File: src/hdl/b64d_pkg.sv
// Shared types, constants and the character classifier of the base64 stream decoder.
`default_nettype none

package b64d_pkg;

    // Depth of the command queue between the front and the back end.
    localparam int QUEUE_DEPTH = 4;
    localparam int QUEUE_PTR_W = $clog2(QUEUE_DEPTH);

    // Characters of the alphabet boundaries and the pad character.
    localparam logic [7:0] CHAR_UPPER_A = 8'h41;
    localparam logic [7:0] CHAR_UPPER_Z = 8'h5A;
    localparam logic [7:0] CHAR_LOWER_A = 8'h61;
    localparam logic [7:0] CHAR_LOWER_Z = 8'h7A;
    localparam logic [7:0] CHAR_DIGIT_0 = 8'h30;
    localparam logic [7:0] CHAR_DIGIT_9 = 8'h39;
    localparam logic [7:0] CHAR_PLUS    = 8'h2B;
    localparam logic [7:0] CHAR_SLASH   = 8'h2F;
    localparam logic [7:0] CHAR_PAD     = 8'h3D;

    // Sextet values where each range of the alphabet starts.
    localparam logic [7:0] SEXTET_LOWER_BASE = 8'd26;
    localparam logic [7:0] SEXTET_DIGIT_BASE = 8'd52;
    localparam logic [5:0] SEXTET_PLUS       = 6'd62;
    localparam logic [5:0] SEXTET_SLASH      = 6'd63;

    // Position of the character that completes a group.
    localparam logic [1:0] GROUP_LAST_POS = 2'd3;

    // Result of classifying one character.
    typedef struct packed {
        logic       ok;     // alphabet character or pad
        logic       pad;    // the character is the pad
        logic [5:0] val;    // sextet value, zero for the pad
    } class_t;

    // One command from the front to the back: one to three results.
    typedef struct packed {
        logic [23:0] data;   // three bytes, first byte in the high bits
        logic [1:0]  count;  // number of results, one to three
        logic        valid;  // results carry decoded bytes
        logic        bad;    // message saw an invalid character
        logic        eom;    // last result of this command ends the message
    } cmd_t;

    function automatic class_t classify(input logic [7:0] c);
        class_t r;
        r = '0;
        if (c >= CHAR_UPPER_A && c <= CHAR_UPPER_Z)
        begin
            r.ok  = 1'b1;
            r.val = 6'(c - CHAR_UPPER_A);
        end
        else if (c >= CHAR_LOWER_A && c <= CHAR_LOWER_Z)
        begin
            r.ok  = 1'b1;
            r.val = 6'(c - CHAR_LOWER_A + SEXTET_LOWER_BASE);
        end
        else if (c >= CHAR_DIGIT_0 && c <= CHAR_DIGIT_9)
        begin
            r.ok  = 1'b1;
            r.val = 6'(c - CHAR_DIGIT_0 + SEXTET_DIGIT_BASE);
        end
        else if (c == CHAR_PLUS)
        begin
            r.ok  = 1'b1;
            r.val = SEXTET_PLUS;
        end
        else if (c == CHAR_SLASH)
        begin
            r.ok  = 1'b1;
            r.val = SEXTET_SLASH;
        end
        else if (c == CHAR_PAD)
        begin
            r.ok  = 1'b1;
            r.pad = 1'b1;
        end
        return r;
    endfunction

endpackage

`default_nettype wire

File: src/hdl/base64_stream_decoder_unit.sv
// Top level of the base64 stream decoder: front end, command queue and back end.
`default_nettype none

// The decoder takes one base64 character per input transaction, with is_final
// marking the last character of a message, and gives decoded bytes as result
// transactions through a queue-like port (empty/pop). It accepts one character
// every clock cycle while full is low and gives one result every clock cycle
// while the consumer pops; four characters make at most three bytes, so a
// steady stream never backs up when the consumer pops every cycle. A command
// enters the queue at the edge that accepts its character and moves on into
// the output register once that register is free or its result is popped.
// A pad in the fourth or third position of the final group drops one byte
// each; a pad elsewhere decodes as zero. A character outside the alphabet
// gives a single result with bad_char set, and the rest of that message is
// dropped until its final character, which gives one more such result closing
// the message. A trailing partial group is discarded and closes the message
// with a result whose byte_valid is low. Every message ends with exactly one
// result that has end_of_message set. The four-entry command queue between
// the front end and the back end sets the depth of decoupling: full rises
// only when the consumer has stalled long enough to fill it.
module base64_stream_decoder_unit
(
    input  wire logic        clk,
    input  wire logic        rst_n,
    input  wire logic        push,
    output logic             full,
    input  wire logic [7:0]  char_code,
    input  wire logic        is_final,
    output logic             empty,
    input  wire logic        pop,
    output logic [7:0]       byte_out,
    output logic             byte_valid,
    output logic             bad_char,
    output logic             end_of_message
);

    logic            in_take;
    logic            cmd_push;
    b64d_pkg::cmd_t  cmd;
    b64d_pkg::cmd_t  head;
    logic            q_full;
    logic            q_empty;
    logic            q_pop;

    // An input transaction completes whenever the command queue has room, so a
    // character that makes a command always finds a free slot.
    assign full    = q_full;
    assign in_take = push && !q_full;

    b64d_front u_front
    (
        .clk       (clk),
        .rst_n     (rst_n),
        .in_take   (in_take),
        .char_code (char_code),
        .is_final  (is_final),
        .cmd_push  (cmd_push),
        .cmd       (cmd)
    );

    b64d_queue u_queue
    (
        .clk     (clk),
        .rst_n   (rst_n),
        .wr_en   (cmd_push),
        .wr_data (cmd),
        .rd_en   (q_pop),
        .rd_data (head),
        .q_full  (q_full),
        .q_empty (q_empty)
    );

    // The back end walks through the bytes of the command at the queue head and
    // retires the command with its last result.
    b64d_back u_back
    (
        .clk            (clk),
        .rst_n          (rst_n),
        .head           (head),
        .q_empty        (q_empty),
        .q_pop          (q_pop),
        .pop            (pop),
        .empty          (empty),
        .byte_out       (byte_out),
        .byte_valid     (byte_valid),
        .bad_char       (bad_char),
        .end_of_message (end_of_message)
    );

endmodule

`default_nettype wire

File: src/hdl/b64d_front.sv
// Front end: classifies characters, gathers sextets and issues result commands.
`default_nettype none

module b64d_front
(
    input  wire logic             clk,
    input  wire logic             rst_n,
    input  wire logic             in_take,
    input  wire logic [7:0]       char_code,
    input  wire logic             is_final,
    output logic                  cmd_push,
    output b64d_pkg::cmd_t        cmd
);

    logic [17:0] buf_reg, buf_next;
    logic [1:0]  pos_reg, pos_next;
    logic        third_pad_reg, third_pad_next;
    logic        failed_reg, failed_next;

    b64d_pkg::class_t cls;
    logic [1:0]       byte_count;

    assign cls = b64d_pkg::classify(char_code);

    // Each pad in the fourth or third position of the final group drops one trailing byte.
    always_comb
    begin
        byte_count = 2'd3;
        if (is_final)
        begin
            byte_count = 2'(byte_count - {1'b0, cls.pad} - {1'b0, third_pad_reg});
        end
    end

    always_comb
    begin
        buf_next       = buf_reg;
        pos_next       = pos_reg;
        third_pad_next = third_pad_reg;
        failed_next    = failed_reg;
        cmd_push       = 1'b0;
        cmd            = '0;
        cmd.count      = 2'd1;

        if (in_take)
        begin
            if (failed_reg)
            begin
                // Characters after a failure are dropped until the last one.
                if (is_final)
                begin
                    cmd_push       = 1'b1;
                    cmd.bad        = 1'b1;
                    cmd.eom        = 1'b1;
                    buf_next       = '0;
                    pos_next       = '0;
                    third_pad_next = 1'b0;
                    failed_next    = 1'b0;
                end
            end
            else if (!cls.ok)
            begin
                cmd_push = 1'b1;
                cmd.bad  = 1'b1;
                cmd.eom  = is_final;
                if (is_final)
                begin
                    buf_next       = '0;
                    pos_next       = '0;
                    third_pad_next = 1'b0;
                end
                else
                begin
                    failed_next = 1'b1;
                end
            end
            else if (pos_reg != b64d_pkg::GROUP_LAST_POS)
            begin
                case (pos_reg)
                    2'd0:    buf_next = buf_reg | {cls.val, 12'd0};
                    2'd1:    buf_next = buf_reg | {6'd0, cls.val, 6'd0};
                    default: buf_next = buf_reg | {12'd0, cls.val};
                endcase
                if (pos_reg == 2'd2)
                begin
                    third_pad_next = cls.pad;
                end
                pos_next = 2'(pos_reg + 2'd1);
                if (is_final)
                begin
                    // A partial group at the end is discarded.
                    cmd_push       = 1'b1;
                    cmd.eom        = 1'b1;
                    buf_next       = '0;
                    pos_next       = '0;
                    third_pad_next = 1'b0;
                end
            end
            else
            begin
                cmd_push       = 1'b1;
                cmd.data       = {buf_reg, cls.val};
                cmd.count      = byte_count;
                cmd.valid      = 1'b1;
                cmd.eom        = is_final;
                buf_next       = '0;
                pos_next       = '0;
                third_pad_next = 1'b0;
            end
        end
    end

    always_ff @(posedge clk or negedge rst_n)
    begin
        if (!rst_n)
        begin
            buf_reg       <= '0;
            pos_reg       <= '0;
            third_pad_reg <= 1'b0;
            failed_reg    <= 1'b0;
        end
        else
        begin
            buf_reg       <= buf_next;
            pos_reg       <= pos_next;
            third_pad_reg <= third_pad_next;
            failed_reg    <= failed_next;
        end
    end

endmodule

`default_nettype wire

File: src/hdl/b64d_queue.sv
// Short first-in first-out command queue between the front and the back end.
`default_nettype none

module b64d_queue
(
    input  wire logic             clk,
    input  wire logic             rst_n,
    input  wire logic             wr_en,
    input  wire b64d_pkg::cmd_t   wr_data,
    input  wire logic             rd_en,
    output b64d_pkg::cmd_t        rd_data,
    output logic                  q_full,
    output logic                  q_empty
);

    b64d_pkg::cmd_t                      entries_reg [b64d_pkg::QUEUE_DEPTH];
    logic [b64d_pkg::QUEUE_PTR_W-1:0]    wr_ptr_reg, wr_ptr_next;
    logic [b64d_pkg::QUEUE_PTR_W-1:0]    rd_ptr_reg, rd_ptr_next;
    logic [b64d_pkg::QUEUE_PTR_W:0]      cnt_reg, cnt_next;
    logic                                do_wr, do_rd;

    assign q_full  = (cnt_reg == (b64d_pkg::QUEUE_PTR_W + 1)'(b64d_pkg::QUEUE_DEPTH));
    assign q_empty = (cnt_reg == '0);
    assign do_wr   = wr_en && !q_full;
    assign do_rd   = rd_en && !q_empty;
    assign rd_data = entries_reg[rd_ptr_reg];

    always_comb
    begin
        wr_ptr_next = do_wr ? (b64d_pkg::QUEUE_PTR_W)'(wr_ptr_reg + 1'b1) : wr_ptr_reg;
        rd_ptr_next = do_rd ? (b64d_pkg::QUEUE_PTR_W)'(rd_ptr_reg + 1'b1) : rd_ptr_reg;
        cnt_next    = cnt_reg;
        if (do_wr && !do_rd)
        begin
            cnt_next = (b64d_pkg::QUEUE_PTR_W + 1)'(cnt_reg + 1'b1);
        end
        else if (do_rd && !do_wr)
        begin
            cnt_next = (b64d_pkg::QUEUE_PTR_W + 1)'(cnt_reg - 1'b1);
        end
    end

    always_ff @(posedge clk)
    begin
        if (do_wr)
        begin
            entries_reg[wr_ptr_reg] <= wr_data;
        end
    end

    always_ff @(posedge clk or negedge rst_n)
    begin
        if (!rst_n)
        begin
            wr_ptr_reg <= '0;
            rd_ptr_reg <= '0;
            cnt_reg    <= '0;
        end
        else
        begin
            wr_ptr_reg <= wr_ptr_next;
            rd_ptr_reg <= rd_ptr_next;
            cnt_reg    <= cnt_next;
        end
    end

endmodule

`default_nettype wire

File: src/hdl/b64d_back.sv
// Back end: expands each command into results and holds them in the output register.
`default_nettype none

module b64d_back
(
    input  wire logic             clk,
    input  wire logic             rst_n,
    input  wire b64d_pkg::cmd_t   head,
    input  wire logic             q_empty,
    output logic                  q_pop,
    input  wire logic             pop,
    output logic                  empty,
    output logic [7:0]            byte_out,
    output logic                  byte_valid,
    output logic                  bad_char,
    output logic                  end_of_message
);

    logic        out_valid_reg, out_valid_next;
    logic [7:0]  byte_reg;
    logic        valid_reg, bad_reg, eom_reg;
    logic [1:0]  idx_reg, idx_next;
    logic        out_take, can_load, load, last;
    logic [7:0]  sel_byte;

    assign out_take = pop && out_valid_reg;
    assign can_load = !out_valid_reg || out_take;
    assign load     = can_load && !q_empty;
    assign last     = (2'(idx_reg + 2'd1) == head.count);
    assign q_pop    = load && last;

    always_comb
    begin
        case (idx_reg)
            2'd0:    sel_byte = head.data[23:16];
            2'd1:    sel_byte = head.data[15:8];
            default: sel_byte = head.data[7:0];
        endcase
    end

    always_comb
    begin
        out_valid_next = out_valid_reg;
        idx_next       = idx_reg;
        if (can_load)
        begin
            out_valid_next = !q_empty;
        end
        if (load)
        begin
            idx_next = last ? 2'd0 : 2'(idx_reg + 2'd1);
        end
    end

    always_ff @(posedge clk)
    begin
        if (load)
        begin
            byte_reg  <= sel_byte;
            valid_reg <= head.valid;
            bad_reg   <= head.bad;
            eom_reg   <= head.eom && last;
        end
    end

    always_ff @(posedge clk or negedge rst_n)
    begin
        if (!rst_n)
        begin
            out_valid_reg <= 1'b0;
            idx_reg       <= '0;
        end
        else
        begin
            out_valid_reg <= out_valid_next;
            idx_reg       <= idx_next;
        end
    end

    assign empty          = !out_valid_reg;
    assign byte_out       = byte_reg;
    assign byte_valid     = valid_reg;
    assign bad_char       = bad_reg;
    assign end_of_message = eom_reg;

endmodule

`default_nettype wire

File: config.mk
export PLATFORM = sky130hd
export DESIGN_NAME = base64_stream_decoder_unit
export DESIGN_NICKNAME = d
export VERILOG_FILES = /design/src/hdl/b64d_pkg.sv /design/src/hdl/base64_stream_decoder_unit.sv /design/src/hdl/b64d_front.sv /design/src/hdl/b64d_queue.sv /design/src/hdl/b64d_back.sv
export SDC_FILE = /design/constraint.sdc
export NUM_CORES = 1
export LEC_CHECK = 0
export ABC_AREA = 1
export BUFFER_PORTS_ARGS = -buffer_cell sky130_fd_sc_hd__buf_2
export CAP_MARGIN = 20
export CORE_MARGIN = 4
export CORE_UTILIZATION = 38
export DETAILED_ROUTE_END_ITERATION = 12
export PLACE_DENSITY = 0.54
export SYNTH_ARGS = -nofsm -noshare
export SYNTH_HDL_FRONTEND = slang
export SYNTH_HIERARCHICAL = 1
export SYNTH_SLANG_ARGS = --single-unit
File: constraint.sdc
create_clock -name clk -period 3.2 [get_ports clk]
set_input_delay 0.16 -clock clk [delete_from_list [all_inputs] [get_ports clk]]
set_output_delay 0.16 -clock clk [all_outputs]
set_load 0.02 [all_outputs]
==> results of run 1 <==
==> synthesized netlist by cell type (17+ instances only) <==
library cell | n | area [um^2]
dfrtp_1 | 32 | 800.8
edfxtp_1 | 127 | 3814
ha_1 | 21 | 262.8
inv_1 | 127 | 476.7
nand2_1 | 226 | 848.3
nand2_2 | 17 | 106.4
nand3_1 | 48 | 240.2
nand4_1 | 18 | 112.6
nor2_1 | 44 | 165.2
nor2_4 | 23 | 259.0
o211ai_1 | 29 | 217.7
o211ai_2 | 30 | 375.4
==> per-stage QoR <==
step | setup TNS, ns | power (mW) | hold slack [ns] | worst slack [ns]
after floorplan | -29.14 | 5.101 | -0.1356 | -0.2512
after global placement | 0 | 5.789 | 0.2857 | 0.3180
after detailed placement | 0 | 5.811 | 0.2924 | 0.2422
after CTS | 0 | 7.736 | 0.02267 | 0.5869
after global routing | 0 | 8.192 | 0.06788 | 0.2786
final | 0 | 7.643 | 0.03236 | 0.5860
==> worst register-to-register path: cells and delay by family (launching register included) <==
family                   cells  cell delay [ns]
AO/OA/AOI/OAI                2             0.37
buffers and inverters        3             0.44
flip-flops                   1             0.38
AND/OR/NAND/NOR              7             0.69
adder cells (fa/ha/maj)      2             0.63
==> power by group through the flow <==
stage | Clock [mW] | Combinational, mW | Sequential, mW
6_report | 1.92 | 2.80 | 2.93
5_1_grt | 2.06 | 3.16 | 2.97
4_1_cts | 1.96 | 2.84 | 2.93
3_5_place_dp | 0 | 2.84 | 2.97
3_3_place_gp | 0 | 2.82 | 2.97
2_1_floorplan | 0 | 2.06 | 3.04
==> per-layer routing <==
metal	track usage (%)	part of all wire [%]
met5	0	0
met1	21.02	49
met4	3.926	1.5
met3	3.153	4.2
met2	23.71	46
==> logic make-up (layout without fill, tap and decap cells) <==
family	count (synthesis)	after routing	share of synthesized area, %
xor gates and xnor gates	7	7	0.7287
DFF	159	159	54.85
adders and majority gates	22	22	3.361
and+or+nand+nor	398	398	23.27
AOI/OAI and AO/OA	90	90	8.968
buffers and inverters	170	213	8.819
==> final timing paths <==
check                                              endpoint                               from  depth (start not counted)
max reg2reg                  u_queue/cnt_reg[1]$_DFFE_PN0P_  u_queue/rd_ptr_reg[0]$_DFFE_PN0P_                         14
max                          u_queue/cnt_reg[1]$_DFFE_PN0P_  u_queue/rd_ptr_reg[0]$_DFFE_PN0P_                         14
max in group asynchronous   u_front/buf_reg[11]$_DFFE_PN0P_                              rst_n                          2
min                        u_back/out_valid_reg$_DFFE_PN0N_                                pop                          4
min reg2reg                  u_front/buf_reg[2]$_DFFE_PN0P_     u_front/buf_reg[2]$_DFFE_PN0P_                          2
min in group asynchronous     u_back/idx_reg[0]$_DFFE_PN0P_                              rst_n                          2
==> placed cells by master, fill, tap and decap left out, types with 10 or more instances in the layout <==
master     synthesis  layout
buf_2             11      25
ha_1              21      21
edfxtp_1         127     127
o21ai_0           13      13
nand3_2           10      10
o211ai_1          29      29
clkbuf_16          0      17
dfrtp_1           32      32
nand4_1           18      18
a21oi_1           13      13
nor2_1            44      40
nand3_1           48      48
inv_1            127     127
nor2_4            23      23
o211ai_2          30      30
nand2_1          226     226
inv_2             13      12
nand2_2           17      17
==> layout make-up <==
class	instances	area share [%]
Clock buffer	17	4.521
Clock inverter	15	1.463
Inverter	144	5.811
Multi-Input combinational cell	517	32.59
Sequential cell	159	49.04
Tap cell	280	3.723
Timing Repair Buffer	37	2.846
==> metrics, run 1 <==
status=complete, no violations; final hold vios=0; clk_lat worst skew=0.43 ns; P per Cell Area=812.3 nW/um^2; worst-path fanout max=23; Fill cells=2,085; gr ovfl total=0; Setup Fix Bufs, Post-CTS=0; crit-path leading delay family=simple AND/OR/NAND/NOR gates; Final HPWL DP=11,790 um; row cnt=54; final std cells w/o fill=1,169; clk sinks=159; initial antenna violation count=0; Reg clk slew, reported paths=0.07 ns; Worst-Margin Slew=0.9193 ns; Reg area=4614 um^2; GRT Overall Usage=14.96%; sequential fraction of the synthesis area=54.85%; Final ANT Viol Nets=0; Peak Freq=0.3826 GHz; via count=5,553; nets@finish=911; Placed Cells incl. Taps=1,136; final wirelength=17,410 um; Slew headroom=38.71%; EDFF count, synth=127; Post-Syn Area=8413 um^2; final instance area=9409 um^2; GPL Wtd Cong=0.8491; top_reg_cell synth=edfxtp_1; Area Growth Syn to Fin=11.84%; cts bufs inserted=17; Pint=4.710 mW; most frequent CP cell=nand2_1; CTS root buf=clkbuf_16; largest net degree at the start of global routing=85; drt pass-1 iters=5; type of the most critical hold path=in -> reg; Chip Height=156.8 um; Hold-fix buffers, CTS=1; sw frac=38.38%; die area=24,580 um^2; Layout Skew=0.01101 ns; Clk pwr share=25.1%; Syn Nets=881; Max Cap Violations=0; critical path's slowest cell=fa_1; CORE AREA=21,820 um^2; Setup Crit Path Kind=reg -> reg; final critical-path share of the clock period=81.69%; flip-flop count of the largest register after layout=116; H-tree depth=4; Cells after Synth=846; Final Max Slew Viols=0; post-route minimum period=2.614 ns; Max clock buf depth=2; Worst VDD drop=0.0003374 V; placed inst area=8836 um^2; Iteration-0 DRC Markers=287; TritonCTS clock tree=yes; cells along the critical path=clkinv_2 > o211ai_1 > nand2_1 > inv_1 > nand2_1 > nand2_2 > nand2_2 > nor2_1 > nand2_1 > ha_1 > inv_1 > fa_1 > nand2_1 > o21ai_0; Post-Route Utilization=43.11%; CP peak stage delay=0.41 ns; vias in the first global route=5,317; first-pass GRT wire length=28,690 um; r2r setup slk=0.59 ns; sequential share of power=38.3%; WP buf/inv=3; Final setup violation count=0; Seq cells post-synth=159; antenna cell count=0; # IOs=26; RSZ-0062 raised after global routing=false; PortBufs=25; Setup crit end kind=flip-flop; starting density of the core=38.55%; leakage power=4.119 nW; Avg WL per Cell=14.89 um; Switch Pwr=2.933 mW; CP arrival=2.93 ns; via/cell ratio=4.750; Yosys cell types=36; multi-input logic area=3067 um^2; Post-route DRC=0; Async S/R FF share, synth=20.13%; Gate power share=36.6%; Mapped Avg Cell Area=9.945 um^2; layout cells sized above 1=19.80%; Die X=156.8 um; Critical Path Source Type=flip-flop; required time of the critical path=3.51 ns; Synth warnings=6; Resized cells post-CTS=0
(Power assumes the default switching activity.)
==> run 2, diff against run 1 <==
--- a/config.mk
+++ b/config.mk
@@ -5,7 +5,7 @@
 export SDC_FILE = /design/constraint.sdc
 export NUM_CORES = 1
 export LEC_CHECK = 0
-export ABC_AREA = 1
+export ABC_AREA = 0
 export BUFFER_PORTS_ARGS = -buffer_cell sky130_fd_sc_hd__buf_2
 export CAP_MARGIN = 20
 export CORE_MARGIN = 4
==> constraint.sdc (replaced) <==
create_clock -name clk -period 2.1 [get_ports clk]
set_input_delay 0.105 -clock clk [delete_from_list [all_inputs] [get_ports clk]]
set_output_delay 0.105 -clock clk [all_outputs]
set_load 0.02 [all_outputs]
==> run 2 against run 1 <==
The flow now finishes with violations (negative setup slack). Register-to-register slack got worse by 0.91 ns. Utilization is 6.0 points higher. Via count shrank 24%. Worst setup slack got worse by 0.91 ns. Synthesized area shrank 16%. Synthesized cell count is 47% lower. Die area down 15%. Cell count fell by 31%. Count of clock-buffer cells in the layout grew 5. Routed wire length is 14% lower.
==> metrics, run 2 <==
type of the most critical hold path=in -> reg; via count=4,227; post-place setup slack=-0.4396 ns; Yosys cell types=64; Final Max Slew Viols=0; required time of the critical path=2.41 ns; Post-Syn Area=7063 um^2; initial antenna violation count=0; Final HPWL DP=10,530 um; Avg WL per Cell=18.58 um; placed inst area=8152 um^2; CP arrival=2.73 ns; Slew headroom=47.96%; Max clock buf depth=2; P per Cell Area=1282 nW/um^2; commonest non-fill, non-tap cell in the layout=edfxtp_1; Layout Skew=0.01123 ns; vias in the first global route=4,424; Post-Route Utilization=49.15%; via/cell ratio=5.251; Commonest cells post-synth=127 x edfxtp_1, 32 x dfrtp_1, 29 x mux4_2; GPL Wtd Cong=0.8592; Reg clk slew, reported paths=0.06 ns; first-pass GRT wire length=24,070 um; largest net degree at the start of global routing=33; drt pass-1 iters=4; antenna cell count=0; leakage power=3.479 nW; final hold vios=0; Max Cap Violations=0; Post-route DRC=0; Seq cells post-synth=159; final critical-path share of the clock period=115.6%; H-tree depth=4; violated checks=negative setup slack; Peak Freq=0.4120 GHz; PortBufs=25; Iteration-0 DRC Markers=259; Synth top area share=53.99%; Chip Height=144.3 um; final std cells w/o fill=805; worst-path fanout max=4; Placed Cells incl. Taps=768; Worst VDD drop=0.0005403 V; final instance area=8919 um^2; most common cell in the synthesized netlist=edfxtp_1; flip-flop count of the largest register after layout=116; TritonCTS clock tree=yes; clk sinks=159; Fill cells=1,517; cts bufs inserted=17; sequential fraction of the synthesis area=65.33%; Syn Nets=484; nets@finish=598; status=finished with violations; Final ANT Viol Nets=0; final wirelength=14,950 um; top_reg_cell synth=edfxtp_1; Async S/R FF share, synth=20.13%; Synth warnings=6; most frequent cells in the layout=127 x edfxtp_1, 81 x buf_4, 31 x dfrtp_1; # IOs=26; CP peak stage delay=0.55 ns; RSZ-0062 raised after global routing=true; Worst-Margin Slew=0.7805 ns; CTS root buf=clkbuf_16; Setup Crit Path Kind=reg -> reg; layout cells sized above 1=35.07%; setup ws final=-0.3272 ns; Mapped Avg Cell Area=15.73 um^2; starting density of the core=38.92%; Area Growth Syn to Fin=26.27%; critical path's slowest cell=mux4_2; Cells after Synth=449; cells along the critical path=mux4_2 > xor2_2 > and3_4 > nand2_4 > ha_4 > inv_2 > fa_2 > mux2_2; Hold Worst Slack=0.1807 ns; Final setup violation count=2; row cnt=49; gr ovfl total=0; Die X=144.3 um; Critical Path Source Type=flip-flop; clk_lat worst skew=0.42 ns; post-route minimum period=2.427 ns; GRT Overall Usage=15.33%; top cells by area, synth=edfxtp_1 54%, dfrtp_1 11%, mux4_2 9.2%, ha_1 3.7%, and3_1 1.7%; CORE AREA=18,150 um^2; die area=20,830 um^2; Setup crit end kind=flip-flop; Synth area leader=edfxtp_1; EDFF count, synth=127
==> run 2: cell count changes after synthesis, sizes merged, moves of 6 or more <==
cell and change:
and3 +20, o2bb2ai +13, nor2b +10, and2 +7, inv -120, o211ai -56
buf -10, mux4 +29, nand3 -53, nand4 -15, nand2 -220, nor2 -55
o21ai -6, a22oi +8
==> run 2: what timing repair did <==
| action | CTS | global route |
|---|---|---|
| endpoints found under the hold margin | 34 | 0 |
| gates resized for setup | 1 | 5 |
| gates cloned | 0 | 0 |
| pin swaps | 2 | 4 |
| setup buffers | 1 | 1 |
| hold buffers | 3 | 0 |
| endpoints found under the setup margin | 4 | 127 |
==> run 2: critical path, delay by kind of cell (launching register included) <==
kind / cells / cell delay, ns
mux: 2 / 0.82
buf+inv: 1 / 0.05
simple gates: 2 / 0.29
flops: 1 / 0.41
xor+xnor: 1 / 0.18
fa+ha+maj: 2 / 0.57
==> run 2: cells by family (layout without fill, tap and decap cells) <==
group                      count (synthesis)  count (layout)  share of synthesized area (%)
adders and majority gates                 22              22                          4.004
muxes                                     33              33                          9.920
AOI/OAI and AO/OA                         73              73                          7.936
xor gates and xnor gates                   9               9                          1.116
and+or+nand+nor                          110             110                          8.751
buffers and inverters                     43             170                          2.941
DFF                                      159             159                          65.33
==> run 2: final cells by class <==
class	instances	area, um^2	share of cell area [%]
flip-flops and latches	159	4616	51.75
multi-input cells	247	2333	26.16
repair buffers	116	894.6	10.03
clock buffers	22	474.2	5.317
well taps	229	286.5	3.213
clock inverters	10	229.0	2.567
inverters	22	85.08	0.9540
==> run 2: per-layer routing <==
metal / global-route usage, % / vias up / share of wire [%]
met2: 24.38 / 68 / 49
met1: 20.79 / 2166 / 46
met4: 5.891 / 0 / 1.2
li1: - / 1982 / -
met5: 0 / - / 0
met3: 3.274 / 11 / 3.3
==> run 2: report_power, final <==
part           total (mW)  leakage (nW)  internal, mW  switching, mW
clock network        3.60         0.345          2.44           1.16
registers            4.25          1.60          4.08          0.179
logic                3.58          1.53          1.75           1.83
==> run 2: through the flow <==
step                      power (mW)  TNS, ns
after floorplan                6.606  -0.9185
after global placement         7.775   -19.65
final                          11.43  -0.6121
after CTS                      11.52  -0.6829
after global routing           12.02   -1.265
after detailed placement       7.849   -32.29
==> run 2: worst paths after layout <==
kind	to	startpoint	cells after the start	slack, ns
max	u_queue/cnt_reg[1]$_DFFE_PN0P_	u_queue/rd_ptr_reg[0]$_DFFE_PN0P_	8	-0.33
min	u_front/pos_reg[0]$_DFFE_PN0P_	push	4	0.18
max reg2reg	u_queue/cnt_reg[1]$_DFFE_PN0P_	u_queue/rd_ptr_reg[0]$_DFFE_PN0P_	8	-0.33
min reg2reg	u_front/buf_reg[7]$_DFFE_PN0P_	u_front/buf_reg[7]$_DFFE_PN0P_	1	0.48
max in group asynchronous	u_queue/rd_ptr_reg[0]$_DFFE_PN0P_	rst_n	2	1.27
min in group asynchronous	u_back/idx_reg[0]$_DFFE_PN0P_	rst_n	2	0.29
==> run 3, diff against run 2 <==
--- a/config.mk
+++ b/config.mk
@@ -12,6 +12,7 @@
 export CORE_UTILIZATION = 38
 export DETAILED_ROUTE_END_ITERATION = 12
 export PLACE_DENSITY = 0.54
+export SETUP_SLACK_MARGIN = 0.2
 export SYNTH_ARGS = -nofsm -noshare
 export SYNTH_HDL_FRONTEND = slang
 export SYNTH_HIERARCHICAL = 1
==> run 3 against run 2 <==
The flow still finishes with violations (negative setup slack). Sequential share of layout area is 1.2 points lower. Power is 1.2% lower. Hold slack worse by 0.023 ns. Sequential cell count stayed put. Routed wire length is 8.5% higher. Die area stayed put. Worst setup slack better by 0.0025 ns. Clock power is 19% lower. Critical path depth stayed put. Via count hardly changed. Non-clock buffer count is 6 higher. Largest power group unchanged. Highest routed layer unchanged.
==> metrics, run 3 (synthesis results as in run 2) <==
largest net degree at the start of global routing=33; Final HPWL DP=10,480 um; clk sinks=159; # IOs=26; Post-route DRC=0; via/cell ratio=5.217; leakage power=3.523 nW; Worst-Margin Slew=0.7783 ns; Die X=144.3 um; commonest non-fill, non-tap cell in the layout=edfxtp_1; post-route minimum period=2.425 ns; required time of the critical path=2.41 ns; row cnt=49; Setup crit end kind=flip-flop; vias in the first global route=4,560; GRT Overall Usage=16.41%; Placed Cells incl. Taps=762; Worst VDD drop=0.0005044 V; Slew headroom=48.11%; CORE AREA=18,150 um^2; Post-Route Utilization=50.36%; drt pass-1 iters=4; Max clock buf depth=2; CTS root buf=clkbuf_16; antenna cell count=0; status=finished with violations; Setup Crit Path Kind=reg -> reg; clk_lat worst skew=0.42 ns; GPL Wtd Cong=0.8313; via count=4,231; Final setup violation count=2; RSZ-0062 raised after global routing=true; Final Max Slew Viols=0; CP arrival=2.73 ns; Iteration-0 DRC Markers=189; P per Cell Area=1237 nW/um^2; PortBufs=25; Area Growth Syn to Fin=29.39%; final instance area=9139 um^2; Peak Freq=0.4124 GHz; initial antenna violation count=0; Reg clk slew, reported paths=0.06 ns; Layout Skew=0.01346 ns; worst-path fanout max=4; starting density of the core=38.92%; Max Cap Violations=0; placed inst area=8169 um^2; Final ANT Viol Nets=0; nets@finish=604; first-pass GRT wire length=25,340 um; TritonCTS clock tree=yes; type of the most critical hold path=in -> reg; setup ws final=-0.3247 ns; Chip Height=144.3 um; Avg WL per Cell=20.00 um; most frequent cells in the layout=127 x edfxtp_1, 77 x buf_4, 31 x dfrtp_1; final wirelength=16,220 um; H-tree depth=4; violated checks=negative setup slack; Hold Worst Slack=0.1579 ns; final critical-path share of the clock period=115.5%; Critical Path Source Type=flip-flop; die area=20,830 um^2; cts bufs inserted=17; Fin Setup TNS=-0.5884 ns; gr ovfl total=0; final std cells w/o fill=811; layout cells sized above 1=39.00%; flip-flop count of the largest register after layout=116; final hold vios=0
[run 3: repair_timing]
action                                 4_1_cts  5_1_grt
hold buffers                                 3        0
endpoints found under the hold margin       34        0
setup endpoints to repair                  132      197
resized for setup                            7       33
setup buffers                                7        3
pin swaps                                    5       15
cloned                                       4        0
[run 3: worst max-delay path, stage by stage (launching register included)]
cell and delay (ns):
dfrtp_2 0.40, mux4_2 0.55, xor2_2 0.19, and3_4 0.23, nand2_4 0.07, ha_4 0.16, inv_2 0.05, fa_2 0.41
mux2_2 0.26
[run 3: power breakdown]
part / leakage (nW) / internal [mW] / switching (mW) / total [mW]
combinational: 1.66 / 2.09 / 2.04 / 4.13
sequential: 1.60 / 4.07 / 0.174 / 4.25
clock: 0.266 / 1.78 / 1.14 / 2.92
total: 3.52 / 7.94 / 3.36 / 11.3
[run 3: metrics by stage]
stage	setup slack, ns	total power [mW]
after detailed placement	-0.4789	7.967
after global placement	-0.3566	7.885
after floorplan	-0.4612	6.611
after global routing	-0.3971	11.87
final	-0.3247	11.30
after CTS	-0.3142	11.21
[run 3: worst paths after layout]
check / start / to / slack [ns] / cells after the start
worst max-delay path: u_queue/rd_ptr_reg[0]$_DFFE_PN0P_ / u_queue/cnt_reg[1]$_DFFE_PN0P_ / -0.32 / 8
worst min-delay path: is_final / u_front/third_pad_reg$_DFFE_PN0P_ / 0.16 / 3
worst max register to register: u_queue/rd_ptr_reg[0]$_DFFE_PN0P_ / u_queue/cnt_reg[1]$_DFFE_PN0P_ / -0.32 / 8
worst min register to register: u_front/buf_reg[17]$_DFFE_PN0P_ / u_front/buf_reg[17]$_DFFE_PN0P_ / 0.48 / 1
max in group asynchronous: rst_n / u_queue/rd_ptr_reg[0]$_DFFE_PN0P_ / 1.25 / 2
min in group asynchronous: rst_n / u_back/out_valid_reg$_DFFE_PN0N_ / 0.30 / 2
[run 3: per-layer routing]
metal / wire, um / global-route usage (%) / part of all wire, %
met1: 7226 / 21.06 / 45
met4: 373 / 6.038 / 2.3
met5: 0 / 0 / 0
met2: 8205 / 27.77 / 51
met3: 414 / 3.175 / 2.6
[run 3: layout make-up]
class                           instances  area [um^2]
Clock buffer                           26        469.2
Clock inverter                          6        86.33
Fill cell                            1535         9009
Inverter                               22        90.09
Multi-Input combinational cell        247         2487
Sequential cell                       159         4616
Tap cell                              229        286.5
Timing Repair Buffer                  122         1104
